==> src/rtl/rsr_pkg.sv <==
// ----------------------------------------------------------------------------
// rsr_pkg
// types and constants of the reliable stream receiver
// ----------------------------------------------------------------------------
`default_nettype none

package rsr_pkg;

	localparam int unsigned CFG_IDX_W     = 8;
	localparam int unsigned CFG_DATA_W    = 32;

	localparam logic [7:0]  MAGIC_BYTE    = 8'h45;
	localparam logic [7:0]  FLAG_DATA     = 8'h01;
	localparam logic [15:0] MAX_FRAME     = 16'd4095;
	localparam logic [15:0] HDR_END       = 16'd62;
	localparam logic [7:0]  TIMEOUT_RESET = 8'd10;
	localparam logic [7:0]  IDLE_MAX      = 8'hFF;

	localparam logic [CFG_IDX_W-1:0] CFG_STREAM_LENGTH = 8'd0;
	localparam logic [CFG_IDX_W-1:0] CFG_TIMEOUT_TICKS = 8'd1;

	typedef enum logic [1:0] {
		KIND_FRAME = 2'd0,
		KIND_TICK  = 2'd1,
		KIND_START = 2'd2
	} kind_t;

	typedef enum logic [3:0] {
		ST_ACCEPTED  = 4'd0,
		ST_SHORT     = 4'd1,
		ST_BAD_MAGIC = 4'd2,
		ST_NOT_DATA  = 4'd3,
		ST_TRUNCATED = 4'd4,
		ST_DUPLICATE = 4'd5,
		ST_EARLY     = 4'd6,
		ST_TIMEOUT   = 4'd7,
		ST_IGNORED   = 4'd8,
		ST_OVERSIZE  = 4'd9
	} status_t;

	typedef enum logic [1:0] {
		RK_NONE   = 2'd0,
		RK_ACK    = 2'd1,
		RK_RESEND = 2'd2
	} reply_kind_t;

endpackage

`default_nettype wire

==> src/rtl/reliable_stream_receiver_top.sv <==
// ----------------------------------------------------------------------------
// reliable_stream_receiver_top
// in-order receiver for a sequenced frame stream with ack and resend replies
// ----------------------------------------------------------------------------
// One item (parsed frame header, timer tick or session start) is taken per
// clock unless a result waits on out_ready, and gives exactly one result.
// An accepted item is held in the input register, where a single pass of
// compare and add logic reads and updates the session state; the result
// register is loaded as the item moves on. The state update
// happens as the item leaves the input register, so back-to-back items see
// each other's effects. Configuration writes are taken every cycle and must
// only be issued while no item is in flight.
`default_nettype none

module reliable_stream_receiver_top (
	input  wire logic                            clk,
	input  wire logic                            arst_n,
	input  wire logic                            cfg_valid,
	output logic                                 cfg_ready,
	input  wire logic [rsr_pkg::CFG_IDX_W-1:0]   cfg_index,
	input  wire logic [rsr_pkg::CFG_DATA_W-1:0]  cfg_data,
	input  wire logic                            in_valid,
	output logic                                 in_ready,
	input  wire logic [1:0]                      kind,
	input  wire logic [15:0]                     frame_len,
	input  wire logic [7:0]                      magic,
	input  wire logic [7:0]                      flags,
	input  wire logic [15:0]                     payload_len,
	input  wire logic [31:0]                     seq,
	input  wire logic [47:0]                     src_mac,
	input  wire logic [47:0]                     dst_mac,
	input  wire logic [31:0]                     src_ip,
	input  wire logic [31:0]                     dst_ip,
	input  wire logic [15:0]                     src_port,
	input  wire logic [15:0]                     dst_port,
	output logic                                 out_valid,
	input  wire logic                            out_ready,
	output logic [3:0]                           status,
	output logic [1:0]                           reply_kind,
	output logic [31:0]                          reply_seq,
	output logic [31:0]                          write_offset,
	output logic [15:0]                          accepted_len,
	output logic                                 done_res,
	output logic [47:0]                          peer_mac_out,
	output logic [47:0]                          local_mac_out,
	output logic [31:0]                          peer_ip_out,
	output logic [31:0]                          local_ip_out,
	output logic [15:0]                          peer_port_out,
	output logic [15:0]                          local_port_out
);

	import rsr_pkg::*;

	// configuration
	logic [31:0] stream_length_q;
	logic [7:0]  timeout_ticks_q;

	// input register
	logic        valid_s1;
	logic [1:0]  kind_s1;
	logic [15:0] frame_len_s1;
	logic [7:0]  magic_s1;
	logic [7:0]  flags_s1;
	logic [15:0] payload_len_s1;
	logic [31:0] seq_s1;
	logic [47:0] src_mac_s1;
	logic [47:0] dst_mac_s1;
	logic [31:0] src_ip_s1;
	logic [31:0] dst_ip_s1;
	logic [15:0] src_port_s1;
	logic [15:0] dst_port_s1;

	// session state
	logic [31:0] next_expected_q;
	logic [31:0] progress_mark_q;
	logic [7:0]  idle_count_q;
	logic        active_q;
	logic [47:0] far_mac_q;
	logic [47:0] near_mac_q;
	logic [31:0] far_ip_q;
	logic [31:0] near_ip_q;
	logic [15:0] far_port_q;
	logic [15:0] near_port_q;

	logic [31:0] n_next_expected;
	logic [31:0] n_progress_mark;
	logic [7:0]  n_idle_count;
	logic        n_active;
	logic [47:0] n_far_mac;
	logic [47:0] n_near_mac;
	logic [31:0] n_far_ip;
	logic [31:0] n_near_ip;
	logic [15:0] n_far_port;
	logic [15:0] n_near_port;

	// result
	status_t     r_status;
	reply_kind_t r_kind;
	logic [31:0] r_seq;
	logic [31:0] r_woff;
	logic [15:0] r_alen;
	logic        r_done;

	logic [31:0] seq_end;
	logic [16:0] hdr_need;
	logic [31:0] exp_sum;
	logic [7:0]  idle_inc;

	// result register
	logic        out_valid_q;
	status_t     status_q;
	reply_kind_t reply_kind_q;
	logic [31:0] reply_seq_q;
	logic [31:0] write_offset_q;
	logic [15:0] accepted_len_q;
	logic        done_q;

	logic        advance_s1;

	assign cfg_ready  = 1'b1;
	assign advance_s1 = valid_s1 && (!out_valid_q || out_ready);
	assign in_ready   = !valid_s1 || advance_s1;

	always_ff @(posedge clk or negedge arst_n) begin
		if (!arst_n) begin
			stream_length_q <= '0;
			timeout_ticks_q <= TIMEOUT_RESET;
		end else if (cfg_valid && cfg_ready) begin
			if (cfg_index == CFG_STREAM_LENGTH) begin
				stream_length_q <= cfg_data;
			end else if (cfg_index == CFG_TIMEOUT_TICKS) begin
				timeout_ticks_q <= cfg_data[7:0];
			end
		end
	end

	always_ff @(posedge clk or negedge arst_n) begin
		if (!arst_n) begin
			valid_s1 <= 1'b0;
		end else if (in_ready) begin
			valid_s1 <= in_valid;
		end
	end

	always_ff @(posedge clk) begin
		if (in_valid && in_ready) begin
			kind_s1        <= kind;
			frame_len_s1   <= frame_len;
			magic_s1       <= magic;
			flags_s1       <= flags;
			payload_len_s1 <= payload_len;
			seq_s1         <= seq;
			src_mac_s1     <= src_mac;
			dst_mac_s1     <= dst_mac;
			src_ip_s1      <= src_ip;
			dst_ip_s1      <= dst_ip;
			src_port_s1    <= src_port;
			dst_port_s1    <= dst_port;
		end
	end

	always_comb begin
		n_next_expected = next_expected_q;
		n_progress_mark = progress_mark_q;
		n_idle_count    = idle_count_q;
		n_active        = active_q;
		n_far_mac       = far_mac_q;
		n_near_mac      = near_mac_q;
		n_far_ip        = far_ip_q;
		n_near_ip       = near_ip_q;
		n_far_port      = far_port_q;
		n_near_port     = near_port_q;
		r_status        = ST_IGNORED;
		r_kind          = RK_NONE;
		r_seq           = '0;
		r_woff          = '0;
		r_alen          = '0;
		r_done          = 1'b0;

		seq_end  = seq_s1 + {16'h0, payload_len_s1};
		hdr_need = {1'b0, HDR_END} + {1'b0, payload_len_s1};
		exp_sum  = next_expected_q + {16'h0, payload_len_s1};
		idle_inc = (idle_count_q == IDLE_MAX) ? idle_count_q : idle_count_q + 8'd1;

		case (kind_s1)
			KIND_START: begin
				n_next_expected = '0;
				n_progress_mark = '0;
				n_idle_count    = '0;
				n_active        = 1'b1;
				n_far_mac       = '0;
				n_near_mac      = '0;
				n_far_ip        = '0;
				n_near_ip       = '0;
				n_far_port      = '0;
				n_near_port     = '0;
				r_status        = ST_ACCEPTED;
				if (stream_length_q == '0) begin
					n_active = 1'b0;
					r_done   = 1'b1;
				end
			end
			KIND_TICK: begin
				if (active_q) begin
					r_status = ST_ACCEPTED;
					if (progress_mark_q == next_expected_q) begin
						n_idle_count = idle_inc;
						if (idle_inc >= timeout_ticks_q) begin
							r_status     = ST_TIMEOUT;
							r_kind       = RK_RESEND;
							r_seq        = next_expected_q;
							n_idle_count = '0;
						end
					end else begin
						n_progress_mark = next_expected_q;
						n_idle_count    = '0;
					end
				end
			end
			KIND_FRAME: begin
				if (active_q) begin
					if (frame_len_s1 > MAX_FRAME) begin
						r_status = ST_OVERSIZE;
						n_active = 1'b0;
						r_done   = 1'b1;
					end else if (frame_len_s1 == '0) begin
						r_status = ST_IGNORED;
					end else if (frame_len_s1 < HDR_END) begin
						r_status = ST_SHORT;
					end else if (magic_s1 != MAGIC_BYTE) begin
						r_status = ST_BAD_MAGIC;
					end else if (flags_s1 != FLAG_DATA) begin
						r_status = ST_NOT_DATA;
					end else begin
						n_far_mac   = src_mac_s1;
						n_near_mac  = dst_mac_s1;
						n_far_ip    = src_ip_s1;
						n_near_ip   = dst_ip_s1;
						n_far_port  = src_port_s1;
						n_near_port = dst_port_s1;
						if ({1'b0, frame_len_s1} < hdr_need) begin
							r_status = ST_TRUNCATED;
						end else if (seq_end <= next_expected_q) begin
							r_status = ST_DUPLICATE;
							r_kind   = RK_ACK;
							r_seq    = next_expected_q;
						end else if (seq_s1 == next_expected_q) begin
							r_status        = ST_ACCEPTED;
							r_woff          = next_expected_q;
							r_alen          = payload_len_s1;
							n_next_expected = exp_sum;
							r_kind          = RK_ACK;
							r_seq           = exp_sum;
							if (exp_sum >= stream_length_q) begin
								n_active = 1'b0;
								r_done   = 1'b1;
							end
						end else begin
							r_status = ST_EARLY;
							r_kind   = RK_RESEND;
							r_seq    = next_expected_q;
						end
					end
				end
			end
			default: begin
			end
		endcase
	end

	always_ff @(posedge clk or negedge arst_n) begin
		if (!arst_n) begin
			next_expected_q <= '0;
			progress_mark_q <= '0;
			idle_count_q    <= '0;
			active_q        <= 1'b0;
			far_mac_q       <= '0;
			near_mac_q      <= '0;
			far_ip_q        <= '0;
			near_ip_q       <= '0;
			far_port_q      <= '0;
			near_port_q     <= '0;
		end else if (advance_s1) begin
			next_expected_q <= n_next_expected;
			progress_mark_q <= n_progress_mark;
			idle_count_q    <= n_idle_count;
			active_q        <= n_active;
			far_mac_q       <= n_far_mac;
			near_mac_q      <= n_near_mac;
			far_ip_q        <= n_far_ip;
			near_ip_q       <= n_near_ip;
			far_port_q      <= n_far_port;
			near_port_q     <= n_near_port;
		end
	end

	always_ff @(posedge clk or negedge arst_n) begin
		if (!arst_n) begin
			out_valid_q <= 1'b0;
		end else if (advance_s1) begin
			out_valid_q <= 1'b1;
		end else if (out_ready) begin
			out_valid_q <= 1'b0;
		end
	end

	always_ff @(posedge clk) begin
		if (advance_s1) begin
			status_q       <= r_status;
			reply_kind_q   <= r_kind;
			reply_seq_q    <= r_seq;
			write_offset_q <= r_woff;
			accepted_len_q <= r_alen;
			done_q         <= r_done;
		end
	end

	// addressing outputs show the state after the item just delivered
	assign out_valid      = out_valid_q;
	assign status         = status_q;
	assign reply_kind     = reply_kind_q;
	assign reply_seq      = reply_seq_q;
	assign write_offset   = write_offset_q;
	assign accepted_len   = accepted_len_q;
	assign done_res       = done_q;
	assign peer_mac_out   = far_mac_q;
	assign local_mac_out  = near_mac_q;
	assign peer_ip_out    = far_ip_q;
	assign local_ip_out   = near_ip_q;
	assign peer_port_out  = far_port_q;
	assign local_port_out = near_port_q;

endmodule

`default_nettype wire

==> config.mk <==
export PLATFORM = sky130hd
export DESIGN_NAME = reliable_stream_receiver_top
export DESIGN_NICKNAME = d
export VERILOG_FILES = /design/src/rtl/rsr_pkg.sv /design/src/rtl/reliable_stream_receiver_top.sv
export SDC_FILE = /design/constraint.sdc
export NUM_CORES = 1
export LEC_CHECK = 0
export BUFFER_PORTS_ARGS = -buffer_cell sky130_fd_sc_hd__buf_4
export CORE_MARGIN = 2
export CORE_UTILIZATION = 55
export DETAILED_ROUTE_END_ITERATION = 6
export PLACE_DENSITY_LB_ADDON = 0.08
export RECOVER_POWER = 25
export SLEW_MARGIN = 15
export SYNTH_ARGS = -nofsm -noshare
export SYNTH_HDL_FRONTEND = slang
export SYNTH_SLANG_ARGS = --single-unit
export TNS_END_PERCENT = 30
==> constraint.sdc <==
create_clock -name clk -period 9.2 [get_ports clk]
set_input_delay 1.84 -clock clk [delete_from_list [all_inputs] [get_ports clk]]
set_output_delay 1.84 -clock clk [all_outputs]
set_load 0.005 [all_outputs]
**Yosys cells after proc, flatten, opt, wreduce, memory -nomap -nowiden**

Index checks and enable logic that the tools add are counted.

- Add/subtract/negate cells: 4
- Order comparisons: 6
- Equal/unequal tests: 17
- Multiplexer cells: 123
- Bitwise operators: 4
- Reduce and logical (&&, ||, !) cells: 21

Operators by type and width:

| cell | count |
|---|---|
| $mux 32 | 33 |
| $mux 48 | 12 |
| $pmux 32 s2 | 5 |
| $mux 16 | 12 |
| $pmux 48 s2 | 2 |
| $add 32x16->32 | 2 |
| $eq 32x32->1 | 2 |
| $pmux 16 s2 | 2 |
| $ge 32x32->1 | 1 |
| $le 32x32->1 | 1 |
| $logic_not 32->1 | 1 |
| $mux 8 | 4 |
| $mux 1 | 24 |
| $mux 2 | 12 |
| $mux 3 | 8 |
| $ne 2x2->1 const B | 9 |
| $add 6x16->17 const A | 1 |
| $lt 16x17->1 | 1 |
| $gt 16x12->1 const B | 1 |
| $logic_not 16->1 | 1 |
| $lt 16x6->1 const B | 1 |
| $mux 4 | 4 |
| $pmux 8 s2 | 1 |
| $pmux 4 s3 | 1 |
| 23 further kinds | 34 |

- Flip-flop bits (word level): 668
- Input bits: 319
- Output and inout port bits: 282
- Word-level logic and storage cells: 207

**Logic depth before layout (Yosys ltp)**

Gate-level depths: netlist (run 1).

- Depth in word-level cells: 13
- Depth in mapped cells: 23
- Mapped depth without buffers: 20

**Worst setup path after synthesis (run 1)**

Ideal clock, no wire load.

- Kind: input to register
- Start: input port out_ready
- End: register dst_ip_s1[0], enable pin
- Setup time: 672 ps
- Data arrival time: 8250 ps
- Required time: 8528 ps
- Path slack: 278 ps
- Stages on the path: 2
- Buffers on the path: 0
- Cell sequence: nand3b_1 and2_1

- Longest elaborated chain between the ends: 4

Ends and longest elaborated chain:

| item | line | text |
|---|---|---|
| from (decl) | reliable_stream_receiver_top.sv:37 | `input wire logic out_ready,` |
| $logic_or 1x1->1 | reliable_stream_receiver_top.sv:121 | `assign advance_s1 = valid_s1 && (!out_valid_q \|\| out_ready);` |
| $logic_and 1x1->1 | reliable_stream_receiver_top.sv:121 |  |
| $logic_or 1x1->1 | reliable_stream_receiver_top.sv:122 | `assign in_ready = !valid_s1 \|\| advance_s1;` |
| $logic_and 1x1->1 | reliable_stream_receiver_top.sv:146 | `if (in_valid && in_ready) begin` |
| to (signal assigned) | reliable_stream_receiver_top.sv:156 | `dst_ip_s1 <= dst_ip;` |
| to (decl) | reliable_stream_receiver_top.sv:69 | `logic [31:0] dst_ip_s1;` |

Every way passes these cells.
A chain may end at the register's enable or synchronous reset.

==> results of run 1 <==
[cells by family (layout without fill, tap and decap cells)]
group | after synthesis | count (layout) | synth area share, %
and+or+nand+nor | 846 | 846 | 12.76
DFF | 668 | 668 | 63.00
AOI/OAI and AO/OA | 546 | 546 | 11.01
buffers and inverters | 248 | 875 | 3.468
xor gates and xnor gates | 136 | 136 | 4.051
adders and majority gates | 123 | 123 | 5.285
muxes | 11 | 11 | 0.4127
other | 1 | 11 | 0.01275
[cells in the mapped netlist, drive strengths merged, types with 16 or more instances]
library cell and number:
and2 20, a21oi 81, nand3 79, edfxtp 361, buf 38, nor4 35, a21o 18, a22o 18
nor2 95, ha 121, nand2 509, and3 16, clkbuf 85, o21ai 323, xnor2 49, inv 125
nand4 27, dfrtp 305, xor2 87
[cell type report]
| type | count | area (µm²) |
|---|---|---|
| flip-flops and latches | 668 | 18530 |
| fillers | 3840 | 15900 |
| multi-input cells | 1663 | 9892 |
| repair buffers | 618 | 4674 |
| clock buffers | 99 | 2037 |
| well taps | 688 | 860.8 |
| inverters | 125 | 470.5 |
| clock inverters | 33 | 377.9 |
| diodes | 10 | 25.02 |
[power by group]
group	switching [W]	internal (W)	total (W)
registers	0.000176	0.00343	0.00361
clock network	0.00121	0.00173	0.00295
logic	0.000607	0.000459	0.00107
total	0.00199	0.00562	0.00762
[metrics by stage]
| stage | cell area [µm²] | worst slack (ns) | total power, W |
|---|---|---|---|
| floorplan | 29410 | 0.2784 | 0.004116 |
| global placement | 34430 | 2.985 | 0.004690 |
| detailed placement | 34430 | 2.914 | 0.004721 |
| CTS | 36840 | 2.867 | 0.007657 |
| global route | 36860 | 1.450 | 0.007897 |
| finish | 36860 | 2.503 | 0.007619 |
[flip-flops by register name, indices dropped and copies added, names as in the netlist, 48 cells and up]
register	count
local_mac_out	48
peer_mac_out	48
dst_mac_s1	48
src_mac_s1	48
[per-layer routing]
metal	vias to the layer above	wire length [µm]	GRT usage, %
met5	-	80	0
met4	12	3835	12.37
met3	234	8070	8.677
met2	928	42980	52.51
met1	10816	34890	42.03
li1	10214	-	-
[how the worst max path moves through the flow]
stage                      start               end  slack [ns]  depth (start not counted)
6_report                  arst_n  peer_mac_out[30]        2.50                          1
5_1_grt                   arst_n  peer_mac_out[30]        1.45                          1
4_1_cts        payload_len_s1[0]     reply_seq[26]        2.87                         20
3_5_place_dp   payload_len_s1[0]     reply_seq[26]        2.91                         20
3_3_place_gp   payload_len_s1[0]     reply_seq[29]        2.98                         19
2_1_floorplan          out_ready      dst_ip_s1[0]        0.28                          2
==> metrics.md, run 1 <==
| Metric | Value |
|---|---|
| Status | `finished with violations` |
| Failing checks | `max-capacitance violations, max-slew violations` |
| Core area | `52760 µm²` |
| Post-synthesis register bit count | `668` |
| Hold EP | `local_port_out[0]` |
| PD cells | `206.7 nW/µm²` |
| Clock skew | `0.02136 ns` |
| Top FF cell, synth | `edfxtp_1` |
| # setup viols final | `0` |
| TritonCTS Buffers | `about 70` |
| # port buffers | `599` |
| CTS Root Buffer Type | `clkbuf_16` |
| Grt total ovfl | `0` |
| Share of cells above drive strength 1 | `about a quarter` |
| Sequential share of the synthesized area | `63.00%` |
| Placer Congestion | `0.9055` |
| Crit-path max cell delay | `4.01 ns` |
| 1st-pass router iterations | `7` |
| Nets | `3589` |
| Worst hold path type | `flop to flop` |
| CTS max path bufs | `3` |
| Synthesis Warnings | `0` |
| Cell row count | `84` |
| Post-Synthesis Cells | `2579` |
| Cell Area, Synth | `slightly below 30000 µm²` |
| Dpl hpwl | `65550 µm` |
| H-tree depth | `3` |
| FFs w/ async S/R, synth | `a little under half` |
| Slew headroom | `-290.8%` |
| Die Wd | `235.2 µm` |
| Total GRT Usage | `32.39%` |
| Distinct cells, synth | `84` |
| Fin util | `69.87%` |
| Top Ports | `601` |
| Post-synth top area share | `36.86%` |
| Initial Util | `55.73%` |
| Crit path capture type | `async pin` |
| Vias in the first global route | `22195` |
| Worst path required time | `8.50 ns` |
| FF-to-FF setup slack | `2.69 ns` |
| Setup TNS | `0 ns` |
| Area Overhead vs Synth | `25.36%` |
| CP max FO | `97` |
| Pins over their slew limit | `between 150 and 200` |
| CTS sink count | `between 600 and 700` |
| CTS clk-pin slew, worst paths | `0.06 ns` |
| Hold-critical path depth | `2` |
| Syn Area/Cell | `11.40 µm²` |
| Critical-path cell list | `clkbuf_1` |
| CP Launch Type | `primary input` |
| DIE HEIGHT | `235.2 µm` |
| Total of max-cap violations | `2` |
| Dpl cells | `3761` |
| CTS tree | `done` |
| # resized after CTS | `0` |
| Global-route wire length before repair | `135600 µm` |
| WP buf/inv | `1` |
| Reg2reg path depth | `19` |
| Hold path start | `local_port_out[0]` |
| Initial antenna violation count | `19` |
| RSZ-0062 raised after global routing | `false` |
| Vias per cell | `5.688` |
| Worst-Margin Slew | `~5.9 ns` |
| Worst R2R End | `reply_seq[26]` |
| Hold-fix buffers, CTS | `0` |
| Min cycle time layout | `6.697 ns` |
| Synth area leader | `edfxtp_1` |
| Commonest non-fill, non-tap cell in the layout | `nand2_1` |
| Clk_lat worst skew | `0.62 ns` |
| Largest net degree at the start of global routing | `196` |
| CP Data Arrival Time | `6.00 ns` |
| Hold_ws | `0.4783 ns` |
| Wire per inst | `around 23 µm` |
| EDFF count, synth | `between 300 and 400` |
| Peak VDD IR | `between 0.15 and 0.2 mV` |
| Final std cells w/o fill | `slightly below 4000` |
| Final ANT Viol Nets | `0` |
| Worst setup path class | `primary input to async pin` |
| Synth area leaders | `edfxtp_1 (37%), dfrtp_1 (26%), nand2_1 (6.5%), o21ai_0 (5.4%), ha_1 (5.1%)` |
| DRC errors left | `0` |
| Via count | `22204` |
| Total Wirelength | `89860 µm` |
| Drt first-iter violations | `2143` |
| Static Leakage | `16.16 nW` |
| Setup Fix Bufs, Post-CTS | `0` |
| FF-to-FF Start | `payload_len_s1[1]` |
| Final Cycle Share | `about 73%` |
| Die area | `~55000 µm²` |
| Crit-path leading delay family | `buffers and inverters` |
| Post-synth net total | `3021` |
| Peak Freq | `0.1493 GHz` |
| Final hold viol count | `0` |
| Most frequent cells in the layout | `nand2_1 (509), edfxtp_1 (361), buf_4 (338)` |
| Slowest-stage cell, CP | `clkbuf_1` |
Note: power is estimated with default switching activity, not from simulation.
==> inputs of run 2 (changes only) <==
--- a/config.mk
+++ b/config.mk
@@ -5,9 +5,10 @@
 export SDC_FILE = /design/constraint.sdc
 export NUM_CORES = 1
 export LEC_CHECK = 0
+export ABC_AREA = 1
 export BUFFER_PORTS_ARGS = -buffer_cell sky130_fd_sc_hd__buf_4
 export CORE_MARGIN = 2
-export CORE_UTILIZATION = 55
+export CORE_UTILIZATION = 56
 export DETAILED_ROUTE_END_ITERATION = 6
 export PLACE_DENSITY_LB_ADDON = 0.08
 export RECOVER_POWER = 25
==> constraint.sdc (replaced) <==
create_clock -name clk -period 6.82 [get_ports clk]
set_input_delay 1.364 -clock clk [delete_from_list [all_inputs] [get_ports clk]]
set_output_delay 1.364 -clock clk [all_outputs]
set_load 0.005 [all_outputs]
==> run 2 against run 1 <==
Compared with the run above:
- the flow still finishes with violations (max-capacitance violations, max-slew violations)
- critical path type is now flop to flop
- core utilization grew 0.42 points
- routed wire length rose by 8.8%
- combinational power increased by 73%
- first-iteration DRC count rose by 6.1%
- clock-buffer cell count increased by 3
- critical endpoint is now reply_seq[25]
- synthesized cell count grew 16%
==> metrics.md, run 2 <==
| Metric | Value |
|---|---|
| 1st-pass router iterations | `5 (-2)` |
| Placement Cell Area | `35440 µm² (+2.9%)` |
| Post-synthesis register bit count | `668 (unchanged)` |
| Cell row count | `85 (+1.2%)` |
| Filler Cells Inserted | `4045 (+5.3%)` |
| Final ANT Viol Nets | `0 (unchanged)` |
| Total GRT Usage | `34.56% (+2.2 points)` |
| Clock skew | `0.01628 ns (-0.005079 ns)` |
| # port buffers | `599 (unchanged)` |
| Sequential share of the synthesized area | `60.67% (-2.3 points)` |
| Wire per inst | `22.65 µm (-1.6%)` |
| P_int | `0.007745 W (+38%)` |
| Status | `finished with violations` |
| Dpl hpwl | `69230 µm (+5.6%)` |
| Main combinational cell family by area after synthesis | `simple AND/OR/NAND/NOR gates` |
| FFs w/ async S/R, synth | `45.96% (unchanged)` |
| WP buf/inv | `3 (+2)` |
| Grt total ovfl | `0 (unchanged)` |
| FF-to-FF setup slack | `1.16 ns (-1.53 ns)` |
| Comb pwr share | `17.2% (+3.2 points)` |
| Initial antenna violation count | `23 (+4)` |
| EDFF count, synth | `361 (unchanged)` |
| RSZ-0062 raised after global routing | `false` |
| Min cycle time layout | `5.661 ns` |
| CP Data Arrival Time | `6.02 ns (+0.02 ns)` |
| Worst setup path class | `flop to flop` |
| Worst-Margin Slew | `4.706 ns (-1.156 ns)` |
| # setup viols final | `0 (unchanged)` |
| Hold path start | `dst_ip_s1[1]` |
| Post-synth top cells | `nand2_1 (612), edfxtp_1 (361), dfrtp_1 (305), nand3_1 (287), o21ai_0 (263)` |
| Switching power share of the total | `27.96% (+1.8 points)` |
| Slowest-stage cell, CP | `nand2_2` |
| CTS tree | `done` |
| FF-to-FF Start | `payload_len_s1[1]` |
| Most frequent cells in the layout | `nand2_1 (611), edfxtp_1 (361), buf_4 (336)` |
| DRC errors left | `0 (unchanged)` |
| Total Wirelength | `97740 µm (+8.8%)` |
| Share of cells above drive strength 1 | `21.85% (-2.0 points)` |
| Final worst slack | `1.159 ns (-1.343 ns)` |
| Vias per cell | `5.734 (+0.82%)` |
| Largest net degree at the start of global routing | `211 (+7.7%)` |
| Synth Area in Compound Gates | `8.690% (-2.3 points)` |
| Crit. path cell count | `24 (+23)` |
| Crit-path max cell delay | `0.62 ns (-3.39 ns)` |
| CTS max path bufs | `3 (unchanged)` |
| Crit path capture type | `flop` |
| Hold-critical path depth | `2 (unchanged)` |
| Die area | `56410 µm² (+2.0%)` |
| Mux contribution to synthesized area | `0% (-0.41 points)` |
| Cell with the most instances after synthesis | `nand2_1` |
| Via count | `24749 (+11%)` |
| DIE HEIGHT | `237.5 µm (+0.97%)` |
| Worst R2R End | `reply_seq[25]` |
| Drt first-iter violations | `2274 (+6.1%)` |
| Setup TNS | `0 ns (unchanged)` |
| Setup Fix Bufs, Post-CTS | `0 (unchanged)` |
| TritonCTS Buffers | `72 (+1.4%)` |
| Top FF cell, synth | `edfxtp_1` |
| Area Overhead vs Synth | `23.86%` |
| Reg2reg path depth | `24 (+5)` |
| Cell mode on critical path | `nand2_1` |
| Hold_ws | `0.4632 ns (-0.01509 ns)` |
| Peak VDD IR | `0.2348 mV (+27%)` |
| Commonest non-fill, non-tap cell in the layout | `nand2_1` |
| Critical-path cell list | `inv_1 -> fa_1 -> inv_1 -> nand3_1 -> nand2_1 -> a21oi_1 -> o21ai_1 -> inv_1 -> o21ai_2 -> nand3_1 -> nor2_1 -> nand2_1 -> xnor2_1 -> ha_1 -> nand2_1 -> nor2_1 -> nand2_1 -> nor4_2 -> nand2_1 -> a21boi_1 -> nand2_2 -> or2_1 -> nand3_1 -> nand2_1` |
| CP max FO | `40 (-59%)` |
| Total of max-cap violations | `2 (unchanged)` |
| Die Wd | `237.5 µm (+0.97%)` |
| Worst hold path type | `flop to flop` |
| PD cells | `284.3 nW/µm² (+38%)` |
| # resized after CTS | `0 (unchanged)` |
| Clk_lat worst skew | `0.62 ns (about the same)` |
| Slew headroom | `-213.7% (+77 points)` |
| Design area | `37820 µm² (+2.6%)` |
| Failing checks | `max-capacitance violations, max-slew violations` |
| Dpl cells | `4168 (+11%)` |
| Core area | `53810 µm² (+2.0%)` |
| Crit-path leading delay family | `simple AND/OR/NAND/NOR gates` |
| Initial Util | `56.74% (+1.0 points)` |
| Synth Area in Simple Gates | `17.13% (+4.4 points)` |
| Sequential power share | `46.3% (-1.1 points)` |
| CP Launch Type | `flop` |
| Sw power | `0.003006 W (+51%)` |
| Syn Area/Cell | `10.20 µm² (-11%)` |
| Final std cells w/o fill | `4316 (+11%)` |
| Vias in the first global route | `24739 (+11%)` |
| Hold-fix buffers, CTS | `0 (unchanged)` |
| Pins over their slew limit | `137 (-14%)` |
| Static Leakage | `17.57 nW (+8.8%)` |
| Adder-Cell Fraction of Synth Area | `5.089% (-0.20 points)` |
| Synth area leaders | `edfxtp_1 (35%), dfrtp_1 (25%), nand2_1 (7.5%), ha_1 (5.0%), nand3_1 (4.7%)` |
| Final hold viol count | `0 (unchanged)` |
| Cell Area, Synth | `30540 µm² (+3.8%)` |
| Clock network power share | `36.5% (-2.2 points)` |
| Global-route wire length before repair | `147700 µm (+8.9%)` |
| H-tree depth | `3 (unchanged)` |
| Placer Congestion | `0.9531 (+5.3%)` |
| Post-Synthesis Cells | `2993 (+16%)` |
| CTS Root Buffer Type | `clkbuf_16` |
| Post-synth top area share | `35.50% (-1.4 points)` |
| Synth area leader | `edfxtp_1` |
| Synthesis Warnings | `0 (unchanged)` |
| Top Ports | `601 (unchanged)` |
| Worst path required time | `7.18 ns (-1.32 ns)` |
| Xor/xnor share of the synthesized area | `2.839% (-1.2 points)` |
| Nets | `3988 (+11%)` |
| Post-synth net total | `3435 (+14%)` |
| Hold EP | `local_ip_out[1]` |
| Distinct cells, synth | `51 (-39%)` |
| CTS clk-pin slew, worst paths | `0.06 ns (about the same)` |
| Dpl ws | `1.294 ns (-1.621 ns)` |
| Peak Freq | `0.1767 GHz` |
| CTS sink count | `668 (unchanged)` |
| Final Cycle Share | `83.00%` |
==> run 2: per-layer routing <==
| layer | global-route usage [%] | share of wire (%) | up-vias |
|---|---|---|---|
| met5 | 0 | 0.12 | - |
| li1 | - | - | 11314 |
| met4 | 14.81 | 4.2 | 18 |
| met3 | 8.919 | 8.7 | 228 |
| met1 | 43.08 | 38 | 12028 |
| met2 | 57.42 | 49 | 1161 |
==> run 2: metrics by stage <==
stage | utilization, % | power [W]
after floorplan | - | 0.005858
after global placement | 65.86 | 0.006841
after detailed placement | 65.86 | 0.006886
after CTS | 70.26 | 0.01080
after global routing | 70.27 | 0.01116
final | 70.28 | 0.01075
==> run 2: area by class of cell <==
class | instances | area, µm² | share of cell area (%)
inverter | 267 | 1007 | 2.663
multi-input combinational | 1920 | 10350 | 27.36
clock buffer | 102 | 2090 | 5.524
timing repair buffer | 617 | 4666 | 12.34
antenna | 14 | 35.03 | 0.09263
tap | 696 | 870.8 | 2.302
sequential | 668 | 18530 | 48.98
clock inverter | 32 | 279.0 | 0.7377
==> run 2: kinds of logic (layout without fill, tap and decap cells) <==
family | Yosys count | in the layout
adders and majority gates | 123 | 123
AOI/OAI and AO/OA | 501 | 501
other | 1 | 15
xor gates and xnor gates | 99 | 99
DFF | 668 | 668
buffers and inverters | 405 | 1018
and+or+nand+nor | 1196 | 1196
==> run 2: power groups by stage <==
stage,registers [W],clock network [W],logic (W)
6_report,0.00498,0.00393,0.00185
5_1_grt,0.00502,0.00413,0.00201
4_1_cts,0.00497,0.00397,0.00186
3_5_place_dp,0.00504,0,0.00185
3_3_place_gp,0.00503,0,0.00181
2_1_floorplan,0.00502,0,0.000837
==> run 2: worst min-delay path: stages (launching register included) <==
cell      delay [ns]
edfxtp_1        0.32
nand3_1         0.07
nand2_1         0.05
==> run 2: how the worst max path moves through the flow <==
stage	startpoint	endpoint	slack [ns]
2_1_floorplan	out_ready	dst_ip_s1[0]	0.68
3_3_place_gp	payload_len_s1[1]	reply_seq[25]	1.39
3_5_place_dp	payload_len_s1[1]	reply_seq[25]	1.29
4_1_cts	payload_len_s1[1]	reply_seq[25]	1.26
5_1_grt	arst_n	next_expected_q[16]	0.65
6_report	payload_len_s1[1]	reply_seq[25]	1.16
